$ cat config.mk
export PLATFORM = sky130hd
export DESIGN_NAME = dvtu_cell
export DESIGN_NICKNAME = d
export VERILOG_FILES = /design/src/rtl/dvtu_pkg.sv /design/src/rtl/dvtu_cell.sv
export SDC_FILE = /design/constraint.sdc
export NUM_CORES = 1
export LEC_CHECK = 0
export BUFFER_PORTS_ARGS = -buffer_cell sky130_fd_sc_hd__buf_2
export CAP_MARGIN = 40
export CORE_ASPECT_RATIO = 1.5
export CORE_UTILIZATION = 55
export DETAILED_ROUTE_END_ITERATION = 8
export PLACE_DENSITY = 0.91
export SKIP_CTS_REPAIR_TIMING = 1
export SLEW_MARGIN = 40
export SYNTH_ARGS = -nofsm -noshare
export SYNTH_HDL_FRONTEND = slang
export SYNTH_SLANG_ARGS = --single-unit
$ cat constraint.sdc
create_clock -name clk -period 10.03 [get_ports clk]
set_input_delay 2.006 -clock clk [delete_from_list [all_inputs] [get_ports clk]]
set_output_delay 2.006 -clock clk [all_outputs]
set_load 0.02 [all_outputs]
$ cat src/rtl/dvtu_pkg.sv
// Types and constants shared by the distance-vector table update block.
`default_nettype none
package dvtu_pkg;

  localparam int ADDR_W = 32;
  localparam int COST_W = 16;
  localparam int SLOT_W = 6;
  localparam int ACT_W  = 2;

  localparam logic [COST_W-1:0] COST_MAX = {COST_W{1'b1}};

  typedef enum logic [ACT_W-1:0] {
    ACT_SAME  = 2'd0,
    ACT_LOWER = 2'd1,
    ACT_ADD   = 2'd2,
    ACT_FULL  = 2'd3
  } action_t;

  // Query token that walks the cell chain, one cell per cycle while the chain advances.
  typedef struct packed {
    logic              vld;
    logic              done;
    logic [ADDR_W-1:0] dest;
    logic [COST_W-1:0] cand_cost;
    logic [ADDR_W-1:0] sender;
    action_t           action;
    logic [SLOT_W-1:0] slot;
    logic [COST_W-1:0] res_cost;
    logic [ADDR_W-1:0] res_hop;
  } token_t;

endpackage
`default_nettype wire

$ cat src/rtl/dvtu_cell.sv
// One routing table entry with its stage of the query chain.
`default_nettype none
module dvtu_cell #(
  parameter int INDEX = 0
) (
  input  wire logic              clk,
  input  wire logic              rst_n,
  input  wire logic              adv,
  input  wire dvtu_pkg::token_t  tok_i,
  output dvtu_pkg::token_t       tok_o,
  output logic                   ent_vld
);

  logic                          ent_vld_r;
  logic [dvtu_pkg::ADDR_W-1:0]   ent_dest_r;
  logic [dvtu_pkg::ADDR_W-1:0]   ent_hop_r;
  logic [dvtu_pkg::COST_W-1:0]   ent_cost_r;
  dvtu_pkg::token_t              tok_r;
  dvtu_pkg::token_t              tok_nxt;

  logic live;
  logic hit;
  logic lower;
  logic claim;

  // query still open when it reaches this cell
  assign live  = tok_i.vld && !tok_i.done;
  assign hit   = live && ent_vld_r && (ent_dest_r == tok_i.dest);
  assign lower = hit && (ent_cost_r > tok_i.cand_cost);
  // valid slots are contiguous, so the first empty cell is the append slot
  assign claim = live && !ent_vld_r;

  // resolve the query here if this entry matches or is the append slot
  always_comb begin
    tok_nxt = tok_i;
    if (hit) begin
      tok_nxt.done     = 1'b1;
      tok_nxt.slot     = dvtu_pkg::SLOT_W'(INDEX);
      tok_nxt.action   = lower ? dvtu_pkg::ACT_LOWER : dvtu_pkg::ACT_SAME;
      tok_nxt.res_cost = lower ? tok_i.cand_cost : ent_cost_r;
      tok_nxt.res_hop  = lower ? tok_i.sender : ent_hop_r;
    end else if (claim) begin
      tok_nxt.done     = 1'b1;
      tok_nxt.slot     = dvtu_pkg::SLOT_W'(INDEX);
      tok_nxt.action   = dvtu_pkg::ACT_ADD;
      tok_nxt.res_cost = tok_i.cand_cost;
      tok_nxt.res_hop  = tok_i.sender;
    end
  end

  // entry storage: append or relax on the way through
  always_ff @(posedge clk) begin
    if (!rst_n) begin
      ent_vld_r <= 1'b0;
    end else if (adv && claim) begin
      ent_vld_r <= 1'b1;
    end
  end

  always_ff @(posedge clk) begin
    if (adv && claim) begin
      ent_dest_r <= tok_i.dest;
      ent_hop_r  <= tok_i.sender;
      ent_cost_r <= tok_i.cand_cost;
    end else if (adv && lower) begin
      ent_hop_r  <= tok_i.sender;
      ent_cost_r <= tok_i.cand_cost;
    end
  end

  // token register toward the next cell
  always_ff @(posedge clk) begin
    if (!rst_n) begin
      tok_r.vld <= 1'b0;
    end else if (adv) begin
      tok_r <= tok_nxt;
    end
  end

  assign tok_o   = tok_r;
  assign ent_vld = ent_vld_r;

endmodule
`default_nettype wire

# ---- Word level (Yosys, flattened, before mapping)
# Index checks and enable logic that the tools add are counted.
dict set report classes {
  addsub 0
  multipliers 0
  div_mod_pow 0
  n_lt_le_gt_ge 1
  eq_ne 1
  shifts 0
  muxes 9
  bitwise 0
  n_reduce_logical 12
}
# cell count
set op_table {}
lappend op_table {{2-to-1 mux 56 bit} 2}
lappend op_table {{2-to-1 mux 32 bit} 3}
lappend op_table {{2-to-1 mux 16 bit} 3}
lappend op_table {{== test 32 bit} 1}
lappend op_table {{> comparator 16 bit} 1}
lappend op_table {{logical AND 1 bit} 7}
lappend op_table {{zero test 1 bit} 2}
lappend op_table {{AND reduction 2 bit} 1}
lappend op_table {{nonzero test 2 bit} 1}
lappend op_table {{OR reduction 2 bit} 1}
lappend op_table {{2-to-1 mux 1 bit} 1}
dict set report word_totals {
  reg_bits 219
  latch_bits 0
  mem_bits_rw 0
  rom_bits 0
  in_bits 141
  output_inout_bits 139
  word_cells 36
  n_memories 0
}

# ---- Depth between registers and ports, before layout
dict set report logic_depth {
  word_depth 8
  mapped_depth 9
  mapped_depth_nobuf 8
}

# ---- Least setup slack after synthesis
# OpenSTA, ideal clock, no wires.
dict set report synth_timing {
  path_kind {input-to-reg}
  startpoint {input port tok_i[103] (netlist name)}
  endpoint {register ent_cost_r[0] (netlist name) (enable)}
  arrival_ns 5.668
  required_ns 9.571
  setup_slack_ns 3.903
  cell_stages 9
  n_path_buf 1
  path_cell_list {inv_1 > ha_1 > and4_4 > nand4_2 > a211o_1 > a31oi_4 > buf_8 > a21oi_1 > nor2b_1}
}
dict set report synth_via {
  elab_chain_len 4
}
# element line
set synth_rtl {}
lappend synth_rtl {{from (decl)} dvtu_cell.sv:9} ;# input wire dvtu_pkg::token_t tok_i,
lappend synth_rtl {{> comparator 16 bit} dvtu_cell.sv:29} ;# assign lower = hit && (ent_cost_r > tok_i.cand_cost);
lappend synth_rtl {{logical AND 1 bit} dvtu_cell.sv:29}
lappend synth_rtl {{logical AND 1 bit} dvtu_cell.sv:65} ;# end else if (adv && lower) begin
lappend synth_rtl {{nonzero test 2 bit (no source line)} -}
lappend synth_rtl {{to (signal assigned)} dvtu_cell.sv:64} ;# ent_cost_r <= tok_i.cand_cost;
lappend synth_rtl {{to (signal assigned)} dvtu_cell.sv:67} ;# ent_cost_r <= tok_i.cand_cost;
lappend synth_rtl {{to (decl)} dvtu_cell.sv:17} ;# logic [dvtu_pkg::COST_W-1:0] ent_cost_r;
# No other way between the ends.
# A chain may end at the register's enable or synchronous reset.

# ---- Worst setup path after layout
dict set report layout_timing {
  startpoint {input port tok_i[103] (netlist name)}
  endpoint {register ent_cost_r[10] (netlist name) (enable)}
}
# The elaborated chain is that of the path after synthesis.

==> flow_metrics.tcl <==
set metrics [dict create \
    netlist_instances 556 \
    min_from "tok_o[137]$_SDFFE_PN0P_" \
    cts_made_buffers 20 \
    tightest_slew_ns 0.678 \
    synth_edf_count 217 \
    first_global_vias 6114 \
    clockRootBuffer "clkbuf_16" \
    finalNonFillerCells 1057 \
    hp-class "flip-flop to flip-flop" \
    synth.largest_area_cell "edfxtp_1" \
    num-nets-final 997 \
    intPower_mw 1.58 \
    synthArstFlopShare_pct 0 \
    netlist.area_leader.share_pct 72.4 \
    crit_path_end "ent_cost_r[10]$_DFFE_PP_" \
    reg2reg_from "ent_cost_r[15]$_DFFE_PP_" \
    fin_skew_ns 0.00842 \
    routabilityCongestion 0.797 \
    post_drt_via_cell_ratio 5.68 \
    area_growth_pct 25.2 \
    grt_overflow 0 \
    rsz0062_at_grt "false" \
    clock_path_buffers 3 \
    max_freq_mhz 190 \
    layout_common_cells "279 x buf_2, 217 x edfxtp_1, 51 x nor2_1" \
    critPathLaunch "tok_i[103]" \
    outcome "finished, final reports clean" \
    fin_crit_sh_pct 52.5 \
    drive_gt1_share_pct 40.9 \
    io_pins 280 \
    ys_seq_elements 219 \
    setup_tns_ns 0 \
    ys_seq_area_share_pct 72.9 \
    pwr_density_cell_nw_per_um2 182 \
    grt_pass1_wl_um 31300 \
    portBuffers 279 \
    setup_viol 0 \
    maxCapViolCount 0 \
    worstSetupPathType "primary input to flip-flop" \
    ir_worst_vdd_v 0.000199 \
    grt_max_degree 65 \
    wl_per_cell_um 19.8 \
    synthFlopType "edfxtp_1" \
    syn_nets 713 \
    ys_top_cells_by_area "edfxtp_1 72%, mux2i_1 5.5%, a211oi_2 3.1%, nor3_1 2.7%, xor2_1 2.7%" \
    rows 56 \
    die_area_sq_um 16900 \
    syn_area_sq_um 9000 \
    ys_warn_count 0 \
    sw_frac_of_total_pct 23.2 \
    layout_commonest_cell "buf_2" \
    grt_antenna_before_repair 2 \
    avgSynthCellArea_sq_um 16.2 \
    r2r_end "ent_cost_r[10]$_DFFE_PP_" \
    vias 6002 \
    final-max-slew-violation-count 0 \
    startpoint_type "primary input" \
    drtPass1Iterations 4 \
    power.switching_mw 0.476 \
    max_slew_margin_pct 54.8 \
    cp_max_fo 48 \
    die_h_um 159 \
    cp-end-kind "flip-flop" \
    grt.total_usage_pct 24.4 \
    dp_cells 1020 \
    pwr-share-seq_pct 52.2 \
    leakage_nw 4.46 \
    clk_latency_ns 0.49 \
    clkPwrFrac_pct 36.6 \
    r2r_setup_slack_ns 6.08 \
    die-width_um 106 \
    hold_viol_final 0 \
    fin_hold_ws_ns 0.531 \
    p_comb_share_pct 11.2 \
    period_minus_slack_ns 5.26 \
    htree_num_levels 1 \
    core-area_sq_um 15800 \
    required_ns 10.15 \
    ant_nets 0 \
    drc 0 \
    tritoncts "yes" \
    clkSinkCount 219 \
    clk_pin_slew_ns 0.06 \
    ys_types 35 \
    initial_utilization_pct 56.8 \
    drtIter0Drc 248 \
    dpl.hpwl_um 14200 \
    reg2regPathDepth 9 \
    wirelength_um 20900 \
    crit_arrival_ns 5.38 \
]
-- logic make-up (layout without fill, tap and decap cells) --
group,Yosys count,count (layout),share of synthesized area [%]
buffers and inverters,43,340,2.45
other,0,1,0
adders and majority gates,16,16,2.22
DFF,219,219,72.9
and+or+nand+nor,136,136,7.38
xor gates and xnor gates,32,32,3.12
muxes,49,49,5.45
AOI/OAI and AO/OA,61,61,6.51
-- synth_stat cells (all sizes together) (2+ instances only) --
cell,count
a21oi,4
xor2,28
ha,16
nand3,3
and2,9
mux2i,49
nor2b,5
a211oi,48
nand2,2
xnor2,4
clkbuf,14
dfxtp,2
buf,13
nor3,49
nor4,8
edfxtp,217
inv,16
nand4,6
nor2,51
-- area by class of cell --
cell class | instances | area, sq um
fill | 1062 | 4570
multi-input combinational | 294 | 2250
clock buffer | 22 | 529
sequential | 219 | 6560
timing repair buffer | 289 | 1500
inverter | 16 | 60.1
clock inverter | 13 | 118
antenna | 1 | 2.50
tap | 203 | 254
-- per-layer routing --
metal	routed length, um	track usage [%]	part of all wire (%)	up-vias
met5	24	0	0.11	-
met4	938	12.2	4.5	4
met3	1460	4.71	7.0	71
met2	11200	45.3	53	296
met1	7320	26.4	35	2912
li1	-	-	-	2719
-- per-stage QoR --
stage | total power, mW | utilization, % | cell area [sq um] | setup WS [ns]
global placement | 1.31 | 66.8 | 10600 | 4.37
finish | 2.05 | 71.1 | 11300 | 4.77
detailed placement | 1.32 | 66.9 | 10600 | 4.27
floorplan | 1.23 | - | 9000 | 3.90
global route | 2.11 | 71.1 | 11300 | 4.54
CTS | 2.06 | 71.0 | 11200 | 4.77
-- critical path, stage by stage --
cell     delay, ns
buf_2         0.13
inv_1         0.05
ha_1          0.31
and4_4        0.25
nand4_2       0.14
a211o_1       0.33
a31oi_4       0.56
buf_4         0.66
a21oi_1       0.22
nor2b_4       0.14
buf_4         0.52
-- state kept, by name, indices dropped and copies added (netlist names) --
name	cells
ent_dest_r	32
ent_hop_r	32
tok_o	138
ent_vld	1
ent_cost_r	16
-- worst min-delay path by stage --
stage,endpoint,slack [ns],cells after the start
floorplan,tok_o[137]$_SDFFE_PN0P_,0.59,2
global placement,tok_o[137]$_SDFFE_PN0P_,0.49,2
detailed placement,tok_o[137]$_SDFFE_PN0P_,0.52,2
CTS,tok_o[137]$_SDFFE_PN0P_,0.53,2
global route,tok_o[137]$_SDFFE_PN0P_,0.58,2
finish,tok_o[137]$_SDFFE_PN0P_,0.53,2
-- power groups by stage --
stage / sequential (mW) / clock (mW) / combinational [mW]
6_report: 1.07 / 0.750 / 0.230
5_1_grt: 1.07 / 0.793 / 0.247
4_1_cts: 1.07 / 0.762 / 0.230
3_5_place_dp: 1.09 / 0 / 0.228
3_3_place_gp: 1.09 / 0 / 0.218
2_1_floorplan: 1.14 / 0 / 0.0882
(Power assumes the default switching activity.)
